### src/hw/rtl/bpa_run_scan.sv
// First-fit run finder for one bitmap word: carries the free-run length in
// from the previous word and reports the first bit where the run is long enough.
// No package dependencies.
module bpa_run_scan #(
    parameter int WORD_BITS = 32,
    parameter int NUM_PAGES = 4096,
    parameter int AW        = 7,
    parameter int RUN_W     = 14
) (
    input  logic [AW-1:0]                  word_addr,
    input  logic [WORD_BITS-1:0]           rdata,
    input  logic [RUN_W-1:0]               run_in,
    input  logic [RUN_W-1:0]               need,
    output logic                           hit,
    output logic [$clog2(WORD_BITS)-1:0]   hit_bit,
    output logic [RUN_W-1:0]               run_out
);

    localparam int BIT_W = $clog2(WORD_BITS);

    logic [WORD_BITS-1:0] used_eff;
    logic [RUN_W-1:0]     run_b [WORD_BITS];

    // Page zero and pages past the top never join a run.
    always_comb
    begin
        for (int b = 0; b < WORD_BITS; b++)
        begin
            logic [31:0] pg;
            pg = (32'(word_addr) << BIT_W) + 32'(b);
            used_eff[b] = rdata[b] || (pg == 32'd0) || (pg >= 32'(NUM_PAGES));
        end
    end

    // Run length ending at each bit: since the last used bit in this word,
    // or the carried run plus the bits so far when the word is free below it.
    always_comb
    begin
        for (int b = 0; b < WORD_BITS; b++)
        begin
            logic found;
            int   last_idx;
            found    = 1'b0;
            last_idx = 0;
            for (int j = 0; j < WORD_BITS; j++)
            begin
                if (j <= b && used_eff[j])
                begin
                    found    = 1'b1;
                    last_idx = j;
                end
            end
            if (found)
            begin
                run_b[b] = RUN_W'(b - last_idx);
            end
            else
            begin
                run_b[b] = run_in + RUN_W'(b + 1);
            end
        end
    end

    // The lowest bit whose run reaches the requested length wins.
    always_comb
    begin
        hit     = 1'b0;
        hit_bit = '0;
        for (int b = 0; b < WORD_BITS; b++)
        begin
            if (!hit && run_b[b] >= need)
            begin
                hit     = 1'b1;
                hit_bit = BIT_W'(b);
            end
        end
        run_out = run_b[WORD_BITS-1];
    end

endmodule

### config.mk
export PLATFORM = sky130hd
export DESIGN_NAME = bpa_run_scan
export DESIGN_NICKNAME = d
export VERILOG_FILES = /design/src/hw/rtl/bpa_run_scan.sv
export SDC_FILE = /design/constraint.sdc
export NUM_CORES = 1
export LEC_CHECK = 0
export ABC_AREA = 1
export BUFFER_PORTS_ARGS = -buffer_cell sky130_fd_sc_hd__buf_4
export CORE_AREA = 2 2 219 221
export DETAILED_ROUTE_END_ITERATION = 16
export DIE_AREA = 0 0 221 223
export PLACE_DENSITY = 0.7
export SKIP_LAST_GASP = 1
export SYNTH_ARGS = -nofsm -noshare
export SYNTH_HDL_FRONTEND = slang
export SYNTH_SLANG_ARGS = --single-unit
### constraint.sdc
create_clock -name vclk -period 9.6
set_input_delay 0.96 -clock vclk [all_inputs]
set_output_delay 0.96 -clock vclk [all_outputs]
set_load 0.01 [all_outputs]
After elaboration in Yosys (flattened, before gate mapping)
Cells that the tools add are included.

cells by class
  add/subtract/negate cells = 94
  magnitude comparators = 64
  muxes and demuxes = 158
  reduce and logical (&&, ||, !) cells = 158

operators with widths
  kind                                                                 number
  32-bit zero test                                                     32
  14-bit two-way mux                                                   60
  14-bit >= comparator                                                 32
  13-bit >= comparator, second input constant                          31
  14-bit by 5-bit adder with 14-bit output, second input constant      16
  6-bit by 14-bit subtractor with 14-bit output, first input constant  16
  12-bit by 5-bit adder with 13-bit output, second input constant      16
  14-bit by 4-bit adder with 14-bit output, second input constant      8
  5-bit by 14-bit subtractor with 14-bit output, first input constant  8
  12-bit by 4-bit adder with 13-bit output, second input constant      8
  5-bit two-way mux                                                    16
  1-bit two-way mux                                                    66
  1-bit logical OR                                                     64
  14-bit by 3-bit adder with 14-bit output, second input constant      4
  4-bit by 14-bit subtractor with 14-bit output, first input constant  4
  12-bit by 3-bit adder with 13-bit output, second input constant      4
  4-bit two-way mux                                                    8
  1-bit logical AND                                                    31
  1-bit zero test                                                      31
  14-bit by 2-bit adder with 14-bit output, second input constant      2
  3-bit by 14-bit subtractor with 14-bit output, first input constant  2
  12-bit by 2-bit adder with 13-bit output, second input constant      2
  14-bit by 1-bit adder with 14-bit output, second input constant      1
  14-bit by 6-bit adder with 14-bit output, second input constant      1
  other kinds (5)                                                      11

storage, ports and cells
  register bits = 0
  input bits = 67
  output and inout bits = 20
  word-level logic and storage cells = 474

Depth between registers and ports, before layout
  depth after elaboration = 100
  gate-level depth with buffers = 46

Least setup slack after synthesis
Ideal clock, no wire load.

  path type = input -> output
  start point = input port word_addr[0]
  end point = output port hit_bit[3]
  arrival = 6.012 ns
  required time = 8.640 ns
  setup slack = 2.628 ns
  cell stages on the path = 40
  path buffers = 1
  path through = nor3_1 nand2_1 nor3_1 nor2_2 nand2_1 nor2_2 inv_2 nor2_2 inv_2 nor4_1 nand3_1 nor2_1 inv_1 nor4_1 nand4_1 nor4_1 nand3_1 nor2_1 (+4 left out) ha_1 nand2_1 inv_1 nand3_1 inv_1 o21ai_0 a31oi_1 a211oi_1 o21ai_0 nand3_1 a21oi_1 a2111oi_0 nand3_1 nor2_1 nand3_1 nor2_1 nand4_1 nand3_1

on the way
  longest elaborated chain between the ends = 100
  elaborated cells between the ends (all ways) = 434

RTL lines
  element                                                                                 RTL line  RTL
  from (decl)                                                                             10        input logic [AW-1:0] word_addr,
  branches (longest 99 deep; another with 2-bit by 14-bit subtractor with 14-bit output)  --
  5-bit two-way mux (*)                                                                   71        if (!hit && run_b[b] >= need)
  to (decl)                                                                               15        output logic [$clog2(WORD_BITS)-1:0] hit_bit,

Mark *: on every way between the ends.

Worst setup path after layout
Same ends and word-level chain as after synthesis.

==> results.yml <==
critical_path:
  worstSetupPathType: "input pin to primary output"
  critPathTopFamily: "simple AND/OR/NAND/NOR gates"
  startpoint_type: "input pin"
  crit_fanout: 16
  critical_path_buf_inv_count: 7
  cp_slowest_cell: "nor2_1"
  cp.required_ps: 8640
  cp-end-kind: "primary output"
  cpPeakStageDelay_ps: 630
  crit_arrival_ps: 7770
sta:
  max_freq_ghz: 0.1145
  fin_setup_tns_ps: 0
  slew_headroom: 0.2054
  rsz0062_at_grt: "false"
  finalCriticalPeriod_ps: 8735
  tightest_slew_ps: 1188
  maxSlewViolCount: 0
  period_share: 0.9099
  finalSetupViolCount: 0
  hold_violations: 0
place:
  io_buffer_count: 87
  dpl.hpwl_um: 68900
  gp_congestion: 1.096
logic_synthesis:
  syn_area_per_cell_um2: 6.053
  yosysMostFrequentCell: "nand2_1"
  synthTopCellsByCount: "nand2_1 (601), ha_1 (512), inv_1 (480), nor2_1 (427), o21ai_0 (292)"
  ys_types: 61
  syn_inst: 3443
  synth_top_cell_area_share: 0.3074
  synth_nets: 4022
  synth-seq-area-share: 0
  yosysTopAreaCell: "ha_1"
  synth_area_leaders: "ha_1 (31%), nand2_1 (11%), xor2_1 (9.3%)"
  syn_area_um2: 20840
  yosys_warnings: 0
route:
  wl_per_cell_um: 22.52
  ant_nets: 0
  drt_wl_total_um: 92690
  drc_errors: 0
  drtIter0Drc: 3066
  drtPass1Iterations: 6
  viasPerCell: 5.935
  dr_total_vias: 24420
global_route:
  grt_max_degree: 33
  grt_overflow: 0
  antenna_found_initial: 6
  grt_use_total: 0.3611
  grt_pass1_wl_um: 136100
  grt_pass1_vias: 22040
floorplan:
  die_y_um: 223
  die_w_um: 221
  io_pins: 87
  die_area_um2: 49280
  start_util: 0.4421
  coreArea_um2: 47150
  rows: 80
cells_and_area:
  syn2layout_area_growth_pct: 7.132
  nFlopsAndLatches: 0
  nClkBuffers: 0
  nets: 4078
  drive_gt1_frac: 0.08121
  regArea_um2: 0
job:
  maxCapViolations: 0
outcome:
  status: "complete, no violations"
hold_path:
  hold_class: "input pin to primary output"
## cell families after synthesis
family / synth area share
AO/OA/AOI/OAI: 0.1997
AND/OR/NAND/NOR: 0.2769
multiplexers: 0.003362
buffers and inverters: 0.1151
XOR/XNOR: 0.09750
adder cells (fa/ha/maj): 0.3074
## through the flow
stage	area, µm²	util	worst slack (ps)	hold slack, ps	std cells
after floorplan	20840	-	2628	1979	3443
after global placement	22310	0.4733	1242	2246	4112
after detailed placement	22310	0.4733	970.4	2246	4112
after CTS	22310	0.4733	943.9	2247	4112
after global routing	22320	0.4735	51.33	2251	4113
final	22330	0.4736	865.0	2244	4115
## per-layer routing
metal / vias to the layer above / track usage / part of all wire
met5: - / 0 / 0.00039
met4: 6 / 0.2334 / 0.083
met3: 500 / 0.09377 / 0.14
met2: 1601 / 0.5381 / 0.39
met1: 10760 / 0.4596 / 0.39
li1: 11560 / - / -
## cells in the final DEF (no fill, tap or decap), types with 15 or more instances in the layout
| cell type | synthesis | layout |
|---|---|---|
| nand3_1 | 85 | 85 |
| nor2_1 | 427 | 426 |
| a211oi_1 | 23 | 23 |
| nand4_1 | 52 | 52 |
| or2_2 | 25 | 25 |
| nor3_1 | 47 | 47 |
| a311oi_1 | 21 | 21 |
| inv_1 | 480 | 470 |
| buf_4 | 2 | 146 |
| o21a_1 | 35 | 35 |
| xor2_1 | 221 | 220 |
| ha_1 | 512 | 512 |
| o21ai_0 | 292 | 292 |
| nor2_4 | 19 | 19 |
| inv_2 | 36 | 40 |
| a21oi_1 | 267 | 267 |
| nor2_2 | 27 | 28 |
| o21bai_1 | 15 | 15 |
| nand2_1 | 601 | 601 |
## layout make-up
type	count	area (µm²)
Fill cell	5036	24820
Multi-Input combinational cell	2823	18460
Inverter	528	1997
Timing Repair Buffer	146	1096
Tap cell	615	769.5
Antenna cell	3	7.507
## final timing paths
check                     from         end  slack (ps)  cells past startpoint
hold / removal       rdata[31]  run_out[1]        2240                      3
setup / recovery  word_addr[0]  hit_bit[3]         870                     40
## timing repair
item	4_1_cts	5_1_grt
setup buffers	0	0
hold endpoints to repair	0	0
hold buffers	0	0
gates resized for setup	0	1
endpoints found under the setup margin	0	5
