File: config.mk
export PLATFORM = sky130hd
export DESIGN_NAME = bpa_bitmap_mem
export DESIGN_NICKNAME = d
export VERILOG_FILES = /design/src/hw/rtl/bpa_bitmap_mem.sv
export SDC_FILE = /design/constraint.sdc
export NUM_CORES = 2
export LEC_CHECK = 0
export ABC_CLOCK_PERIOD_IN_PS = 2000
export BUFFER_PORTS_ARGS = -buffer_cell sky130_fd_sc_hd__buf_2
export CORE_ASPECT_RATIO = 0.9
export CORE_MARGIN = 2
export CORE_UTILIZATION = 40
export DETAILED_ROUTE_END_ITERATION = 7
export PLACE_DENSITY = 0.63
export REMOVE_ABC_BUFFERS = 1
export SLEW_MARGIN = 20
export SYNTH_ARGS = -nofsm -noshare
export SYNTH_HDL_FRONTEND = slang
export SYNTH_SLANG_ARGS = --single-unit
export TNS_END_PERCENT = 50
File: constraint.sdc
create_clock -name clk -period 2 [get_ports clk]
set_clock_uncertainty 0.1 [all_clocks]
set_input_delay 0.2 -clock clk [delete_from_list [all_inputs] [get_ports clk]]
set_output_delay 0.2 -clock clk [all_outputs]
set_load 0.03 [all_outputs]
File: src/hw/rtl/bpa_bitmap_mem.sv
// Used-bit bitmap storage: one synchronous RAM of bitmap words with a
// registered read port, plus one valid bit per word so unwritten words read all used.
// No package dependencies.
module bpa_bitmap_mem #(
    parameter int WORD_BITS = 32,
    parameter int NWORDS    = 128,
    parameter int AW        = 7
) (
    input  logic                 clk,
    input  logic                 rst_n,
    input  logic                 rd_en,
    input  logic [AW-1:0]        rd_addr,
    output logic [WORD_BITS-1:0] rd_data,
    input  logic                 wr_en,
    input  logic [AW-1:0]        wr_addr,
    input  logic [WORD_BITS-1:0] wr_data
);

    logic [WORD_BITS-1:0] mem_reg [NWORDS];
    logic [WORD_BITS-1:0] q_reg;
    logic [NWORDS-1:0]    valid_reg;
    logic                 rd_valid_reg;

    // RAM array with one write and one registered read port.
    always_ff @(posedge clk)
    begin
        if (wr_en)
        begin
            mem_reg[wr_addr] <= wr_data;
        end
        if (rd_en)
        begin
            q_reg <= mem_reg[rd_addr];
        end
    end

    // Per-word valid bits; reset marks every word as never written.
    always_ff @(posedge clk or negedge rst_n)
    begin
        if (!rst_n)
        begin
            valid_reg    <= '0;
            rd_valid_reg <= 1'b0;
        end
        else
        begin
            if (wr_en)
            begin
                valid_reg[wr_addr] <= 1'b1;
            end
            if (rd_en)
            begin
                rd_valid_reg <= valid_reg[rd_addr];
            end
        end
    end

    // A word that was never written reads as all pages used.
    assign rd_data = rd_valid_reg ? q_reg : '1;

endmodule

# ---- Word level (Yosys, flattened, before mapping)
# Memories as Yosys holds them, arrays and structs flattened. A register that Yosys moved wholly into a read port is not among the register bits.
# Cells that the tools add are included.
dict set report classes {
  magnitude_cmp 3
  n_mux 7
  bitwise 1
  reduce_logical 1
}
# operator n
set ops {}
lappend ops {{$or 128x128->128} 1}
lappend ops {{$mux 32} 1}
lappend ops {{$lt 7x8->1 const B} 2}
lappend ops {{$bmux 1 s7} 1}
lappend ops {{$demux 1 s7} 1}
lappend ops {{$ge 7x1->1 const B} 1}
lappend ops {{$mux 1} 4}
lappend ops {{$logic_and 1x1->1} 1}
dict set report word_totals {
  regBits 129
  mem_bits_rw 4096
  mem_count 1
}
# name words width rd rd_clocked_by_memory_dff wr line_no
set memory_table {}
lappend memory_table {mem_reg 128 32 1 1 1 19} ;# logic [WORD_BITS-1:0] mem_reg [NWORDS];

# ---- Longest topological paths before layout
dict set report depth {
  depth_word 5
  mapped_depth 10
  ltp_nobuf 6
}

# ---- Worst setup path after synthesis
# No wires, ideal clock.
dict set report synth_path {
  path_type {input port to flip-flop}
  start {input wr_addr[2]}
  end {memory mem_reg[108][0] (enable)}
  setup_ns 0.422
  t_arrival_ns 2.679
  t_required_ns 1.478
  setup_slack_ns -1.201
  stages 6
  path_buffers 2
  path_cell_list {clkbuf_1 or3b_2 inv_1 nand2_1 clkbuf_1 nor2_1}
}
# item line_no
set synth_lines {}
lappend synth_lines {{from (decl)} 15} ;# input logic [AW-1:0] wr_addr,
lappend synth_lines {{to (decl)} 19}
# No word-level cell before the write port.

# ---- Worst setup path in the final report
dict set report layout_path {
  start {register q_reg[11], read port of mem_reg}
  end {output rd_data[11]}
}
dict set report layout_between {
  elab_chain_cells 1
}
# item line_no
set layout_rtl {}
lappend layout_rtl {{from (decl)} 20} ;# logic [WORD_BITS-1:0] q_reg;
lappend layout_rtl {{$mux 32} 59} ;# assign rd_data = rd_valid_reg ? q_reg : '1;
lappend layout_rtl {{to (decl)} 13} ;# output logic [WORD_BITS-1:0] rd_data,
# No other way between the ends.

==> flow_summary_export.csv <==
group,metric,value,unit
run_status,status,"complete, but fails checks",
run_status,violations,"setup timing",
yosys,count_of_distinct_cell_types_in_the_synthesized_netlist,39,
final_layout,drive_gt1_share,41.6,%
global_route,grt_antenna_before_repair,25,
yosys,synth_adder_area_share,0,%
timing,achievable-frequency,407,MHz
final_layout,final_util,48.8,%
timing,final.period_utilization,123,%
yosys,synthSimpleGateAreaFrac,1.28,%
routing,drt-total-wl,443,mm
clocking,worst_skew_pair.late_latency,0.97,ns
placement,post_place_worst_slack,-1.74,ns
routing,drt_pass1_iterations,5,
critical_path,depth_of_the_worst_register_to_register_path,5,
yosys,synth_enable_flop_cells,4128,
routing,drt-wirelength-per-cell,33.3,um
routing,detail-route-antenna-nets,0,
timing,slew_viol_final,0,
placement,hpwl,276,mm
critical_path,reg2reg_slack,-0.40,ns
yosys,yosys.area_share.xor_xnor,0,%
yosys,compound_cell_area_share_of_the_yosys_netlist,0.584,%
placement,io_buffers,81,
global_route,grt_pass1_wl,619,mm
final_layout,layout.nets,7644,
clocking,cts_max_path_buffers,4,
clocking,number_of_clock_sinks,4257,
die,fp.coreArea,402000,sq um
timing,rsz0062_at_grt,"yes",
routing,avgViaCountPerCell,5.84,
yosys,async_flop_share,3.03,%
yosys,synth-seq-area-share,78.8,%
final_layout,mostFrequentLayoutCells,"sky130_fd_sc_hd__edfxtp_1 (4128), sky130_fd_sc_hd__mux4_2 (1306), sky130_fd_sc_hd__buf_4 (468), sky130_fd_sc_hd__buf_12 (429), sky130_fd_sc_hd__clkbuf_16 (421)",
yosys,synth_area_leaders,"sky130_fd_sc_hd__edfxtp_1 (77%), sky130_fd_sc_hd__mux4_2 (18%), sky130_fd_sc_hd__dfrtp_1 (2.0%)",
die,floorplan.die.width,673,um
hold_path,hold-path-cell-count,2,
timing,finalSetupViolCount,65,
timing,max-slew-margin-rel,39.6,%
critical_path,critical_path.max_fanout,15,
critical_path,worst-endpoint-arrival,2.16,ns
global_route,first_global_vias,78200,
routing,detail_route.iter0.violations,11400,
die,row_count,221,
clocking,cts_made_buffers,415,
critical_path,worstReg2RegEnd,"q_reg[11]$_DFFE_PP_",
yosys,ys_dominant_reg_cell,"sky130_fd_sc_hd__edfxtp_1",
critical_path,crit_start,"q_reg[11]$_DFFE_PP_",
yosys,postSynthCellCount,6470,
critical_path,worst_ep_required_time,1.70,ns
yosys,synth_top_cell_area_share,76.8,%
global_route,maximum_number_of_pins_on_one_net_before_global_route_repair,129,
yosys,synth_largest_area_cell,"sky130_fd_sc_hd__edfxtp_1",
placement,routabilityCongestion,0.822,
final_layout,largest_register_ffs,4096,
final_layout,layout.cells.most_common,"sky130_fd_sc_hd__edfxtp_1",
yosys,synthesis.yosys.warnings,0,
timing,timing_hold_violations_final,0,
critical_path,timing.rr.start,"mem_reg[107][11]$_DFFE_PP_",
clocking,cts.root.buffer_cell,"sky130_fd_sc_hd__clkbuf_16",
yosys,synth.avg_cell_area,24.9,sq um
timing,worst-slew-pin-transition,0.906,ns
placement,placedCellCount,12500,
yosys,synthesis.area,161000,sq um
critical_path,worstSetupStartpointType,"register",
yosys,yosys-mux-area-fraction,18.4,%
clocking,clock_tree_from_tritoncts,"built",
clocking,htree_levels,5,
global_route,grt-ovfl-total,0,
timing,setup-tns-final,-17.99,ns
final_layout,instances_no_fill,13300,
flow_run,max_cap_viol_count,0,
critical_path,setup.worst_path.class,"register to output pin",
final_layout,fillCellCount,31500,
global_route,track_usage,21.5,%
clocking,worst_setup_hold_path_clk_slew,0.06,ns
pwr,power_density,965,nW/um^2
critical_path,worst_setup_path_end_kind,"output pin",
timing,setup_ws,-0.458,ns
timing,post-route-min-period,2.46,ns
yosys,dominant_combinational_cell_family_by_area_after_synthesis,"multiplexers",
die,floorplan.io_pins,82,
routing,drc_errors,0,
critical_path,crit_end,"rd_data[11]",
die,die_h,607,um
yosys,postSynthRegisterBits,4257,
hold_path,worstHoldPathType,"input pin to register",
pwr,cellLeakagePower,62.5,nW
routing,num_vias,77800,
final_layout,flow.area_growth_from_synthesis,21.7,%
die,start_util,40.1,%
die,die_area,408000,sq um
pwr,irDropWorstVdd,0.764,mV
report_power, final:
group,internal [mW],leakage [nW],switching (mW)
registers,98.6,38.8,0.431
clock network,45.3,6.69,33.8
logic,5.05,16.9,6.40
total,149,62.5,40.7
stage by stage:
stage / instance area (sq um) / hold slack, ns / power [mW]
final: 196000 / 0.0487 / 190
after global routing: 196000 / 0.0359 / 194
after CTS: 196000 / 0.00556 / 190
after detailed placement: 180000 / 0.107 / 112
after global placement: 180000 / 0.103 / 111
after floorplan: 160000 / -0.196 / 105
cells in the mapped netlist, drive strengths merged (9+ instances only):
master,count
nor2,133
mux4,1306
o22ai,128
nand3,13
nor2b,9
edfxtp,4128
nand2,23
or2,128
mux2i,16
nand2b,33
dfrtp,129
nor4,33
buf,197
clkbuf,142
layout make-up:
cell class / count / area (sq um) / area share, %
Antenna cell: 23 / 57.6 / 0.0293
Clock inverter: 244 / 2680 / 1.37
Timing Repair Buffer: 1046 / 13700 / 6.97
Tap cell: 5352 / 6700 / 3.41
Inverter: 8 / 46.3 / 0.0236
Sequential cell: 4257 / 127000 / 64.8
Multi-Input combinational cell: 1866 / 34900 / 17.8
Clock buffer: 528 / 11100 / 5.64
kinds of logic (layout without fill, tap and decap cells):
logic type	Yosys count	in the layout
simple gates	393	393
flops	4257	4257
buf+inv	347	1826
mux	1326	1326
other cells	0	23
compound gates	147	147
repair_timing:
action,in CTS,in global routing
gates cloned,0,2
endpoints found under the setup margin,65,329
setup buffers,0,11
hold buffers,56,0
hold endpoints to repair,5281,0
pin swaps,52,19
resized for setup,244,74
worst max-delay path, cell delays in order (launching register included):
cell and delay [ns]:
sky130_fd_sc_hd__edfxtp_1 0.86, sky130_fd_sc_hd__nand2b_1 0.20, sky130_fd_sc_hd__buf_4 0.16
per-layer routing:
| metal | vias to the layer above | GRT usage [%] | wire length, um |
|---|---|---|---|
| li1 | 30500 | - | - |
| met1 | 42600 | 30.8 | 176000 |
| met2 | 4061 | 34.3 | 212000 |
| met3 | 600 | 3.58 | 40600 |
| met4 | 4 | 6.45 | 14300 |
| met5 | - | 0 | 26 |
how the worst min path moves through the flow:
stage                      startpoint                    endpoint  slack, ns
after floorplan                 rst_n    rd_valid_reg$_DFFE_PN0P_      -0.20
after global placement          rst_n   valid_reg[42]$_DFFE_PN0P_       0.10
after detailed placement        rst_n   valid_reg[47]$_DFFE_PN0P_       0.11
after CTS                 wr_data[29]  mem_reg[102][29]$_DFFE_PP_      0.006
after global routing      wr_data[29]  mem_reg[102][29]$_DFFE_PP_       0.04
final                     wr_data[29]  mem_reg[102][29]$_DFFE_PP_       0.05
Note: power is estimated with default switching activity, not from simulation.
