## config.mk

```make
export PLATFORM = sky130hd
export DESIGN_NAME = bpa_range_update
export DESIGN_NICKNAME = d
export VERILOG_FILES = /design/src/hw/rtl/bpa_range_update.sv
export SDC_FILE = /design/constraint.sdc
export NUM_CORES = 1
export LEC_CHECK = 0
export BUFFER_PORTS_ARGS = -buffer_cell sky130_fd_sc_hd__buf_2
export CAP_MARGIN = 20
export CORE_MARGIN = 2
export CORE_UTILIZATION = 49
export DETAILED_ROUTE_END_ITERATION = 6
export PLACE_DENSITY_LB_ADDON = 0.15
export SLEW_MARGIN = 40
export SYNTH_ARGS = -nofsm -noshare
export SYNTH_HDL_FRONTEND = slang
export SYNTH_SLANG_ARGS = --single-unit
```

## constraint.sdc

```tcl
create_clock -name vclk -period 7.95
set_input_delay 0.795 -clock vclk [all_inputs]
set_output_delay 0.795 -clock vclk [all_outputs]
set_load 0.05 [all_outputs]
```

## src/hw/rtl/bpa_range_update.sv

```systemverilog
// Read-modify-write datapath for one bitmap word: sets or clears the bits of
// a page range that fall in this word and counts the bits that flip.
// No package dependencies.
module bpa_range_update #(
    parameter int WORD_BITS = 32,
    parameter int NUM_PAGES = 4096,
    parameter int AW        = 7,
    parameter int RANGE_W   = 14,
    parameter int FLIP_W    = 6
) (
    input  logic [AW-1:0]        word_addr,
    input  logic [WORD_BITS-1:0] rdata,
    input  logic [RANGE_W-1:0]   lo,
    input  logic [RANGE_W-1:0]   hi,
    input  logic                 set_used,
    output logic [WORD_BITS-1:0] wdata,
    output logic [FLIP_W-1:0]    flips
);

    localparam int BIT_W = $clog2(WORD_BITS);

    logic [WORD_BITS-1:0] mask;
    logic [WORD_BITS-1:0] diff;

    // Bits of this word inside [lo, hi) and below the top of memory.
    always_comb
    begin
        for (int b = 0; b < WORD_BITS; b++)
        begin
            logic [31:0] pg;
            pg = (32'(word_addr) << BIT_W) + 32'(b);
            mask[b] = (pg >= 32'(lo)) && (pg < 32'(hi)) && (pg < 32'(NUM_PAGES));
        end
    end

    // New word and the number of pages that actually change state.
    assign wdata = set_used ? (rdata | mask) : (rdata & ~mask);
    assign diff  = wdata ^ rdata;
    assign flips = FLIP_W'($countones(diff));

endmodule

```

After elaboration in Yosys (flattened, before gate mapping)
Cells that the tools add are included.

Add/subtract/negate cells: 62. Bitwise gates (word level): 4. Magnitude comparators: 96. Reductions and logical operators: 64. Muxes and demuxes: 1.

Operators by type and width (number): >= comparator 13 x 14 -> 1 bit (31); less-than comparator 13 x 14 -> 1 bit (31); less-than comparator 13 bit, second input constant (31); adder 12 x 5 -> 13 bit, second input constant (16); adder 12 x 4 -> 13 bit, second input constant (8); adder 6 bit (15); logical AND 1 bit (64); adder 12 x 3 -> 13 bit, second input constant (4); adder 1 x 1 -> 2 bit (16); AND 32 bit (1); 2-to-1 mux 32 bit (1); NOT 32 bit (1); bitwise OR 32 bit (1); XOR 32 bit (1); adder 12 x 2 -> 13 bit, second input constant (2); >= comparator 12 x 14 -> 1 bit (1); less-than comparator 12 x 14 -> 1 bit (1); adder 12 x 1 -> 13 bit, second input constant (1); less-than comparator 12 x 13 -> 1 bit, second input constant (1).

Output and inout bits: 38. Register bits after elaboration: 0. Logic and storage cells: 227.

Depth between registers and ports, before layout
Gate-level depths: netlist of run 1.

Word-level depth: 13. Gate-level depth with buffers: 25.

Least setup slack after synthesis of run 1
Ideal clock, no wire load.

Kind: input port to output port. From: input lo[11]. To: output flips[3]. Buffers on the path: 1. Stages: 20. Slack: 0.818 ns. Arrival time: 6.337 ns. Required time: 7.155 ns. Path through: inv_1 > ha_1 > a21oi_2 > or3_4 > o21ai_2 > buf_6 > nor2_2 > a211o_1 > nor2_1 > ha_1 > inv_1 > fa_1 > inv_1 > fa_1 > fa_1 > fa_1 > fa_1 > ha_1 > fa_1 > xor2_1.

Word-level cells in the longest chain between the ends: 12.

Ends and longest elaborated chain: from (decl) (line 13) `input logic [RANGE_W-1:0] lo,`; >= comparator 12 x 14 -> 1 bit or >= comparator 13 x 14 -> 1 bit (tied branches) (line 32) `mask[b] = (pg >= 32'(lo)) && (pg < 32'(hi)) && (pg < 32'(NUM_PAGES));`; logical AND 1 bit (2 in series) (line 32); NOT 32 bit (line 37) `assign wdata = set_used ? (rdata | mask) : (rdata & ~mask);`; AND 32 bit (line 37); 2-to-1 mux 32 bit * (line 37); XOR 32 bit * (line 38) `assign diff = wdata ^ rdata;`; adder 1 x 1 -> 2 bit (not written as such) (line 39) `assign flips = FLIP_W'($countones(diff));`; adder 6 bit (not written as such) (3 in series) (line 39); adder 6 bit (not written as such) * (line 39); to (decl) (line 17) `output logic [FLIP_W-1:0] flips`.

Every way passes the cells marked *; elsewhere a longest branch is shown, timed or not.

Worst setup path after layout of run 1
From: input word_addr[6]. To: output flips[5].

Word-level cells in the longest chain between the ends: 13.

Ends and longest elaborated chain: from (decl) (line 11) `input logic [AW-1:0] word_addr,`; adder 12 x 1 -> 13 bit (tied with other cells) (line 31) `pg = (32'(word_addr) << BIT_W) + 32'(b);`; >= comparator 13 x 14 -> 1 bit or less-than comparator 13 x 14 -> 1 bit (tied branches) (line 32); logical AND 1 bit (2 in series) (line 32); NOT 32 bit (line 37); AND 32 bit (line 37); 2-to-1 mux 32 bit * (line 37); XOR 32 bit * (line 38); adder 1 x 1 -> 2 bit (not written as such) (line 39); adder 6 bit (not written as such) (3 in series) (line 39); adder 6 bit (not written as such) * (line 39).

Marks and branches as above.

==> results of run 1 <==
[cell families (layout without fill, tap and decap cells)]
| logic type | after synthesis | after routing | synth area share (%) |
|---|---|---|---|
| buffers and inverters | 92 | 180 | 11.6 |
| adder cells (fa/ha/maj) | 66 | 66 | 30.1 |
| AND/OR/NAND/NOR | 139 | 139 | 21.7 |
| AO/OA/AOI/OAI | 85 | 85 | 16.5 |
| multiplexers | 32 | 32 | 10.7 |
| XOR/XNOR | 36 | 36 | 9.31 |
[worst max-delay path by stage]
stage	startpoint	endpoint	slack, ns
3_3_place_gp	word_addr[6]	flips[5]	0.47
2_1_floorplan	lo[11]	flips[3]	0.82
5_1_grt	word_addr[0]	flips[5]	0.1
3_5_place_dp	word_addr[6]	flips[5]	0.38
6_report	word_addr[6]	flips[5]	0.41
4_1_cts	word_addr[6]	flips[5]	0.38
[worst max-delay path: cells and delay by family]
kind | cells | cell delay [ns]
buffers and inverters | 4 | 0.42
AOI/OAI and AO/OA | 5 | 0.75
adders and majority gates | 9 | 3.80
and+or+nand+nor | 3 | 0.94
[final cells by class]
type | count | area [sq um]
Multi-Input combinational cell | 358 | 3000
Fill cell | 702 | 2830
Timing Repair Buffer | 109 | 566
Inverter | 71 | 267
Tap cell | 80 | 100
[cells in the final DEF, fill, tap and decap left out, types with 3 or more instances in the layout]
cell type,count
sky130_fd_sc_hd__and2_1,6
sky130_fd_sc_hd__inv_1,71
sky130_fd_sc_hd__a21o_1,8
sky130_fd_sc_hd__and4_1,3
sky130_fd_sc_hd__o21ai_1,3
sky130_fd_sc_hd__nor3_1,7
sky130_fd_sc_hd__ha_1,40
sky130_fd_sc_hd__mux2_2,29
sky130_fd_sc_hd__buf_2,106
sky130_fd_sc_hd__nand4_1,4
sky130_fd_sc_hd__fa_1,26
sky130_fd_sc_hd__xnor2_1,31
sky130_fd_sc_hd__o211ai_1,6
sky130_fd_sc_hd__o21ai_0,14
sky130_fd_sc_hd__nand3_1,10
sky130_fd_sc_hd__nor2b_1,4
sky130_fd_sc_hd__xor2_1,5
sky130_fd_sc_hd__a21oi_1,28
sky130_fd_sc_hd__nand2_1,25
sky130_fd_sc_hd__o221ai_1,15
sky130_fd_sc_hd__nor2_1,57
[through the flow]
stage	cell area (sq um)	hold slack, ns	setup WS [ns]
2_1_floorplan	3390	1.81	0.818
3_3_place_gp	3930	2.04	0.471
3_5_place_dp	3930	2.05	0.383
4_1_cts	3930	2.05	0.379
5_1_grt	3930	2.07	0.0961
6_report	3930	2.05	0.413
[per-layer routing]
| metal | part of all wire, % | GRT usage [%] | vias to the layer above |
|---|---|---|---|
| li1 | - | - | 1701 |
| met1 | 44 | 34.6 | 1556 |
| met2 | 46 | 45.1 | 162 |
| met3 | 6.9 | 1.23 | 18 |
| met4 | 2.5 | 4.90 | 0 |
| met5 | 0 | 0 | - |
[report_power, final]
group / leakage (nW) / switching (W) / internal [W]
Sequential: 0 / 0 / 0
Combinational: 2.01 / 0.000242 / 0.000120
Clock: 0 / 0 / 0
==> impl.org, run 1 <==
** Placed design
- Routability-driven placement finished with a final weighted congestion of 0.948.
- The HPWL after detailed placement is roughly 8400 um.
- I/O Buffers :: 106
- Number of placed instances, taps included :: slightly above 600

** Yosys
- Biggest area consumer among synthesized cells :: sky130_fd_sc_hd__fa_1
- Area share of the leading cell type in the synthesized netlist :: 15.4%
- Sequential fraction of the synthesis area :: 0%
- Area contributors post-synth :: sky130_fd_sc_hd__fa_1, sky130_fd_sc_hd__ha_1, sky130_fd_sc_hd__mux2_2
- Yosys warning total :: 0
- Ranked by instance count, the synthesized netlist is headed by sky130_fd_sc_hd__inv_1, sky130_fd_sc_hd__nor2_1, sky130_fd_sc_hd__ha_1, sky130_fd_sc_hd__xnor2_1, sky130_fd_sc_hd__mux2_2.
- Counting every instance in the synthesized netlist gives 450.
- In the post-synthesis netlist, the cell with the most instances is sky130_fd_sc_hd__inv_1.
- Mapped Avg Cell Area :: between 7 and 8 sq um
- After synthesis, the netlist uses between 50 and 60 different library cells.
- Cell Area, Synth :: roughly 3400 sq um
- When the netlist entered floorplanning its net count stood at around 580.

** Final layout
- Net count of the finished layout :: around 670
- There are 0 flip-flops and latches.
- Relative area change from synthesis to final layout :: 15.9%
- Finished Layout Cells :: slightly above 600
- For this run, the share of the core covered by cells in the final layout is between 50% and 60%.
- # clk buffers :: 0
- Number of antenna cells inserted :: 0
- The post-route netlist has between 20% and 30% of its cells at a drive strength greater than 1.
- Registers take 0 sq um.

** Setup path
- The critical path is of the in2out type.
- Crit path DAT :: approximately 6.7 ns
- Largest fanout on the critical path :: 11
- The worst setup path is captured at an output pin.
- CP cell instances :: buf_2 > ha_1 > a21oi_2 > or3_4 > o21ai_2 > a21oi_1 > or3_1 > nor2_1 > ha_1 > inv_1 > fa_1 > inv_1 > fa_1 > fa_1 > fa_1 > fa_1 > ha_1 > fa_1 > a21o_1 > a21o_1 > buf_2
- Slowest CP cell :: sky130_fd_sc_hd__fa_1
- Maximum cell stage delay along the critical path :: roughly 0.54 ns
- Startpoint Class :: input pin
- Data required time of the worst path :: between 7 and 8 ns
- Cell repeated most along the worst path :: sky130_fd_sc_hd__fa_1

** Die
- Core Region :: roughly 6800 sq um
- Once the floorplan was initialized, standard cells occupied roughly 50% of the core.
- Site row count :: 30
- Die span in x :: roughly 87 um
- In this run the count of I/O pins placed on the die edge is ~110.
- The die covers between 7000 and 8000 sq um.
- In this run the vertical extent of the chip is 87.2 um.

** Drt
- Sum of routed wire length over all layers :: around 9700 um
- Vias per std cell :: 5.56
- After detailed routing, the number of remaining DRC violations is 0.
- Antenna-violating nets left :: 0
- Across all layers, the routed design uses roughly 3400 vias.
- Drt pass-1 iters :: 5
- Wire length per cell after detailed routing :: ~16 um
- DRC violation total after the first TritonRoute iteration :: 243

** STA
- Max-slew headroom :: a little under two thirds
- Setup violation total in the final timing report :: 0
- Final period utilization :: roughly 95%
- Transition at the pin with the smallest max-transition slack :: 0.549 ns
- Derived from the worst setup path, the maximum achievable clock frequency is 133 MHz.
- Minimum period implied by the final worst setup slack :: between 7 and 8 ns
- The final count of pins violating max slew was 0.
- Unrepaired setup endpoints after global routing :: false
- Sum of negative setup slack :: 0 ns
- The hold violation total from the final report was 0.

** Min path
- Startpoint of the most critical hold path :: rdata[31]
- Destination of the worst hold path :: wdata[31]
- Worst hold path type :: in2out
- Along the worst hold path, the cell count comes to 3.

** Power
- Pleak :: 2.01 nW
- Dividing total power by cell area gives a power density of between 90 and 100 nW/um^2.
- Total power for the finished layout comes to between 0.0003 and 0.0004 W.
- Maximum resistive drop on vdd :: approximately 0.053 mV

** GRT
- Antenna violations before repair :: 0
- Vias in the first global route :: 3168
- Across every metal layer, demand over resource in global routing totals between 20% and 30%.
- Entering global routing, the biggest net connects 44 pins.
- The total overflow left after global routing is 0.
- First-pass GRT wire length :: approximately 15000 um

** CTS
- Cts-stage hold buffer count :: 0
- Resize count post-CTS :: 0
- The number of setup buffers added after CTS is 0.

** Flow run
- Max-cap check violation count :: 0

** Run status
- Outcome :: finished clean
No activity file was read; power rests on OpenSTA's default activity.
==> inputs of run 2 (changes only) <==
--- a/config.mk
+++ b/config.mk
@@ -5,6 +5,7 @@
 export SDC_FILE = /design/constraint.sdc
 export NUM_CORES = 1
 export LEC_CHECK = 0
+export ABC_AREA = 1
 export BUFFER_PORTS_ARGS = -buffer_cell sky130_fd_sc_hd__buf_2
 export CAP_MARGIN = 20
 export CORE_MARGIN = 2
==> run 2 against run 1 <==
Compared with the run above:
- global-route usage is 2.6 points higher
- final area grew 12%
- largest power group unchanged
- synthesized cell count up 49%
- critical endpoint is now flips[3]
- worst setup slack better by 0.28 ns
- via count grew 33%
- routed wire length grew 22%
- highest routed layer unchanged
- fmax rose by 3.8%
- cell count rose by 39%
- sequential share of layout area unchanged
- sequential cell count stayed put
- critical path depth up 2
==> impl.org, run 2 <==
** STA
- The worst path in the final design needs a cycle of between 7 and 8 ns, including I/O delays and setup.
- Setup violations remaining at the end of the flow were counted as 0.
- For this run, the top clock speed supported by timing is between 100 and 150 MHz.
- Pins over their slew limit :: 0
- After routing, the total negative slack on setup checks comes to 0 ns.
- At the pin with the least slew margin, the transition time is ~0.63 ns.
- Final period utilization :: roughly nine tenths
- Final hold violation count :: 0
- Once routing completed, OpenROAD measured the worst setup slack at around 0.69 ns.
- Unrepaired setup endpoints after global routing :: false
- In this run the tightest slew margin relative to its limit is just under 60%.

** Drt
- Number of vias in the routed layout :: between 4000 and 5000
- Vias per std cell :: 5.32
- DRC violation total after the first TritonRoute iteration :: about 400
- For this run, design rule violations remaining after detail routing come to 0.
- In the final routed layout, each cell accounts on average for 13.7 um.
- Before antenna repair, the detailed router went through 5 iterations.
- Sum of routed wire length over all layers :: around 12000 um
- Antenna-violating nets left :: 0

** GRT
- Entering global routing, the biggest net connects 56 pins.
- Across every metal layer, demand over resource in global routing totals between 20% and 30%.
- The number of antenna violations at the first check in global routing was 0.
- Vias in the first global route :: between 4000 and 5000
- First-pass GRT wire length :: between 15000 and 20000 um
- Global routing finished with a remaining overflow of 0.

** Yosys
- Area share of the leading cell type in the synthesized netlist :: between 15 and 20%
- Area contributors post-synth :: sky130_fd_sc_hd__nand2_1, sky130_fd_sc_hd__fa_1, sky130_fd_sc_hd__ha_1
- Of the synthesized area, sequential elements account for 0%.
- Mapped Nets :: roughly 810
- Top-count cell post-synth :: sky130_fd_sc_hd__nand2_1
- Cell Area, Synth :: 3860 sq um
- Synth top cells by count :: sky130_fd_sc_hd__nand2_1, sky130_fd_sc_hd__inv_1, sky130_fd_sc_hd__nor2_1, sky130_fd_sc_hd__nand4_1, sky130_fd_sc_hd__o21ai_1
- Yosys warning total :: 0
- Summed over all instances, the cell type with the most area after synthesis is sky130_fd_sc_hd__nand2_1.
- Number of instances in the synthesized netlist :: ~670
- Number of different library cells in the post-synthesis netlist :: 34
- Each instance of the synthesized netlist takes up on average around 5.7 sq um.

** Final layout
- Leaving out fill and tap cells, the most frequent cells in the layout are sky130_fd_sc_hd__nand2_1, sky130_fd_sc_hd__inv_1, sky130_fd_sc_hd__buf_2.
- Fraction of layout cells with a size suffix above 1 :: a little under a quarter
- Leaving out fill and tap cells, the most frequent cell in the layout is sky130_fd_sc_hd__nand2_1.
- There are 0 flip-flops and latches.
- # clk buffers :: 0
- 0 antenna diodes ended up in the layout.
- Net count of the finished layout :: about 900
- Finished Layout Cells :: 860
- Summing all flip-flop and latch instances after layout gives 0 sq um.
- Relative area change from synthesis to final layout :: 13.8%

** Die
- The initialized floorplan defines 32 standard-cell rows.
- Die span in x :: 92.8 um
- Core Region :: between 7000 and 8000 sq um
- The initial utilization of the core area, before any placement, comes to about half.
- Io pins :: 106
- The die covers 8610 sq um.
- Floorplan die height :: around 93 um

** Setup path
- For the worst setup path, the data required time is slightly above 7 ns.
- The cell family contributing the most delay on the critical path is adder cells.
- Walking the worst path, the cells encountered are buf_2 > ha_1 > nand2_1 > inv_1 > nand2_1 > nand2_1 > nand2_1 > nand2_2 > a21oi_1 > nand4_1 > nand2_1 > ha_1 > inv_1 > fa_1 > fa_1 > inv_1 > fa_1 > fa_1 > fa_1 > ha_1 > fa_1 > xor2_1 > buf_2.
- Together, buffers and inverters on the worst path number 5.
- STA puts the critical path data arrival time at around 6.5 ns.
- The slowest stage of the critical path is the sky130_fd_sc_hd__fa_1 cell.
- On the worst path, the slowest cell contributes a delay of around 0.54 ns.
- Launch point of the worst path :: word_addr[4]
- Largest fanout on the critical path :: 32
- In this design, the critical path's most frequently occurring cell is sky130_fd_sc_hd__fa_1.
- The worst setup path is captured at an output pin.
- The worst setup path is of the in2out kind.
- Startpoint Class :: input pin

** Placed design
- Timing analysis after detailed placement gives a worst setup slack of about 0.7 ns.
- Final HPWL from detailed placement :: roughly 10000 um
- I/O Buffers :: roughly 110
- The congestion estimate from routability-driven global placement came to about 0.96.
- Number of placed instances, taps included :: 860

** CTS
- Resize count post-CTS :: 0
- Cts-stage hold buffer count :: 0
- After clock tree synthesis, the setup repair step added 0 buffers.

** Min path
- The path class of the tightest hold or removal check is in2out.
- The worst hold path begins at rdata[15].

** Power
- The worst-case IR drop observed on VDD is approximately 0.13 mV.
- For this design the static power due to leakage is about 2.6 nW.
- Power per unit of standard cell area :: 94.6 nW/um^2
- Total power for the finished layout comes to between 0.0004 and 0.0005 W.

** Run status
- The flow ran to the end, and the final reports show no timing, DRC or antenna violations.

** Flow run
- Max-cap check violation count :: 0
-- run 2: cells by family after synthesis --
group	after synthesis	synth area share [%]
AO/OA/AOI/OAI	98	13.7
XOR/XNOR	4	0.907
adder cells (fa/ha/maj)	66	26.4
buffers and inverters	137	14.8
AND/OR/NAND/NOR	367	44.2
-- run 2: path summary, 6_finish.rpt --
path	end	depth (start not counted)
max	flips[3]	23
min	wdata[15]	4
-- run 2: final cells by class --
cell class / count / area, sq um
Tap cell: 102 / 128
Multi-Input combinational cell: 535 / 3290
Fill cell: 844 / 3290
Timing Repair Buffer: 107 / 538
Inverter: 116 / 440
-- run 2: per-stage QoR --
step	instance area (sq um)	util [%]	hold WS, ns
final	4400	57.2	2.00
after global routing	4400	57.2	2.03
after CTS	4400	57.2	2.00
after floorplan	3860	-	1.91
after global placement	4400	57.2	1.99
after detailed placement	4400	57.2	2.00
-- run 2: layer usage --
metal	GRT usage, %	part of all wire, %	vias up
met2	48.6	47	151
met4	3.43	0.85	0
met3	2.28	6.6	16
met1	39.3	46	2077
li1	-	-	2335
met5	0	0	-
-- run 2: where the power goes --
part | total, W | internal, W | switching, W
sequential | 0 | 0 | 0
clock | 0 | 0 | 0
combinational | 0.000416 | 0.000114 | 0.000302
-- run 2: worst min-delay path, delay by kind of cell --
family | cells | cell delay, ns
buffers and inverters | 2 | 0.31
and+or+nand+nor | 2 | 0.10
==> inputs of run 3 (changes only) <==
--- a/config.mk
+++ b/config.mk
@@ -11,7 +11,7 @@
 export CORE_MARGIN = 2
 export CORE_UTILIZATION = 49
 export DETAILED_ROUTE_END_ITERATION = 6
-export PLACE_DENSITY_LB_ADDON = 0.15
+export PLACE_DENSITY = 0.85
 export SLEW_MARGIN = 40
 export SYNTH_ARGS = -nofsm -noshare
 export SYNTH_HDL_FRONTEND = slang
==> run 3 against run 2 <==
Compared with the run above:
- critical path depth did not move
- worst setup slack got worse by 0.072 ns
- die area unchanged
==> impl.org, run 3 (synthesized netlist as in run 2, its figures left out) <==
** Power
- In this run, the combinational gates consume 100.0% of the power.
- Pleak :: ~2.6 nW
- In this run the power density over the cells is 95.1 nW/um^2.
- Maximum resistive drop on vdd :: around 0.12 mV
- Switching component of the power :: 0.000303 W
- Cell internal power was estimated by the tool at 0.000115 W.
- Total Power :: around 0.00042 W
- Sequential cells account for 0% of the total power.
- Switching part of the total power :: slightly above 70%
- Proportion of power drawn by the clock network :: 0%

** GRT
- In the global route stage, met3 resource usage came out at less than 1%.
- Vias in the first global route :: roughly 4400
- GRT Resource Usage Total :: 27.2%
- Summed over all layers, the global routing overflow is 0.
- Met2 track demand over resource in global routing :: between 40% and 50%
- The layer flagged by global routing as most heavily used is met2.
- Antenna violations before repair :: 0
- The first global-routing pass estimated between 15000 and 20000 um of wire.
- Entering global routing, the biggest net connects 56 pins.
- For this run, global-route usage on met1 was measured as a little over a third.

** Die
- In this run the vertical extent of the chip is roughly 93 um.
- Die span in x :: 92.8 um
- Core Region :: roughly 7700 sq um
- The floorplan step defined a die boundary enclosing between 8000 and 9000 sq um.
- The initial utilization of the core area, before any placement, comes to between 50% and 60%.
- Site row count :: 32
- Pin placement for this block handled roughly 110 I/O pins.

** CTS
- Once the clock tree was built, the setup fixing pass inserted 0 buffers.
- Cts-stage hold buffer count :: 0
- Resize count post-CTS :: 0

** Setup path
- STA classifies the critical path endpoint as an output pin.
- Kind of cell adding the most delay to the critical path :: adder cells
- Startpoint Class :: input pin
- Critical Setup Path Class :: in2out
- WP depth :: 23
- Crit path DAT :: 6.54 ns
- Slowest CP cell :: sky130_fd_sc_hd__fa_1
- Largest fanout on the critical path :: 32
- CP cell instances :: buf_2 > ha_1 > nand2_1 > inv_1 > nand2_1 > nand2_1 > nand2_1 > nand2_2 > a21oi_1 > nand3_1 > o21ai_1 > ha_1 > inv_1 > fa_1 > inv_1 > fa_1 > fa_1 > fa_1 > fa_1 > ha_1 > fa_1 > xor2_1 > buf_2
- For this run, the slowest stage of the critical path takes about 0.53 ns.
- Among the stages of the critical path, the cell type that occurs most often is sky130_fd_sc_hd__fa_1.
- Data required time of the worst path :: about 7 ns
- Together, buffers and inverters on the worst path number 5.

** Final layout
- Filler Cell Count :: 782
- Net count of the finished layout :: 894
- Leaving out fill and tap cells, the most frequent cell in the layout is sky130_fd_sc_hd__nand2_1.
- FFs & Latches :: 0
- In the layout the commonest cells are sky130_fd_sc_hd__nand2_1, sky130_fd_sc_hd__inv_1, sky130_fd_sc_hd__buf_2.
- The repair_antennas step left the layout with diodes totalling 0.
- Relative area change from synthesis to final layout :: 13.8%
- Fraction of layout cells with a size suffix above 1 :: a little under a quarter
- After the flow finishes, the layout carries non-filler instances totaling 860.
- Counting the clock-network buffers in the layout gives 0.
- Summing all flip-flop and latch instances after layout gives 0 sq um.

** STA
- Achievable clock frequency :: 136 MHz
- Final hold violation count :: 0
- Pins over their slew limit :: 0
- Max-slew headroom :: 51.7%
- Transition at the pin with the smallest max-transition slack :: 0.724 ns
- Of the available clock period, the critical path in the final layout requires 92.2%.
- Setup repair after global routing left no endpoint under its margin.
- Setup violation total in the final timing report :: 0
- Sum of negative setup slack :: 0 ns
- Minimum period implied by the final worst setup slack :: ~7.3 ns

** Min path
- Worst hold path type :: in2out
- Counting instances, the worst hold path has a depth of 4.

** Drt
- The routed layout has 4699 vias.
- The detailed router finished its first iteration with 326 violations.
- In the final routed layout, each cell accounts on average for about 14 um.
- Vias per std cell :: 5.46
- Antenna-violating nets left :: 0
- The pre-antenna-repair detailed-routing pass consisted of 5 iterations.
- Sum of routed wire length over all layers :: between 10000 and 15000 um
- For this run, design rule violations remaining after detail routing come to 0.

** Run status
- The flow ran to the end, and the final reports show no timing, DRC or antenna violations.

** Placed design
- Once placement completed, the tool counted placed cells totaling 860.
- Detailed placement ended at an HPWL of roughly 10000 um.
- Last weighted congestion value of the routability-driven placer :: just over 1
- I/O Buffers :: approximately 110

** Flow run
- Across the run, the number of max-cap violations was 0.
-- run 3: cell count changes in the layout (fill, tap and decap cells not counted), sizes merged --
cell	change
clkinv	+1
inv	-1
-- run 3: final timing paths --
path | startpoint | end | slack (ns)
worst max-delay path | word_addr[4] | flips[3] | 0.62
worst min-delay path | rdata[14] | wdata[14] | 2.00
-- run 3: routing by layer --
metal | up-vias | share of wire (%)
li1 | 2330 | -
met1 | 2146 | 43
met2 | 205 | 48
met3 | 18 | 7.0
met4 | 0 | 2.1
met5 | - | 0
-- run 3: power groups by stage --
stage / Combinational [W] / Sequential [W] / Clock (W)
2_1_floorplan: 0.000330 / 0 / 0
3_3_place_gp: 0.000405 / 0 / 0
3_5_place_dp: 0.000415 / 0 / 0
4_1_cts: 0.000417 / 0 / 0
5_1_grt: 0.000456 / 0 / 0
6_report: 0.000418 / 0 / 0
-- run 3: layout make-up --
cell class / count / area (sq um) / share of cell area (%)
tap: 102 / 128 / 2.90
timing repair buffer: 107 / 538 / 12.2
inverter: 116 / 439 / 9.99
multi-input combinational: 535 / 3290 / 74.9
-- run 3: through the flow --
stage	hold slack [ns]	cell area [sq um]	util [%]	setup slack (ns)
global placement	1.99	4400	57.2	0.772
floorplan	1.91	3860	-	1.03
finish	2.00	4400	57.2	0.617
global route	2.02	4400	57.2	0.287
CTS	2.00	4400	57.2	0.628
detailed placement	1.99	4400	57.2	0.640
-- run 3: tightest hold or removal path, stage by stage --
cell and delay [ns]:
sky130_fd_sc_hd__buf_2 0.11, sky130_fd_sc_hd__nand2_1 0.06, sky130_fd_sc_hd__nand2_1 0.04, sky130_fd_sc_hd__buf_2 0.20
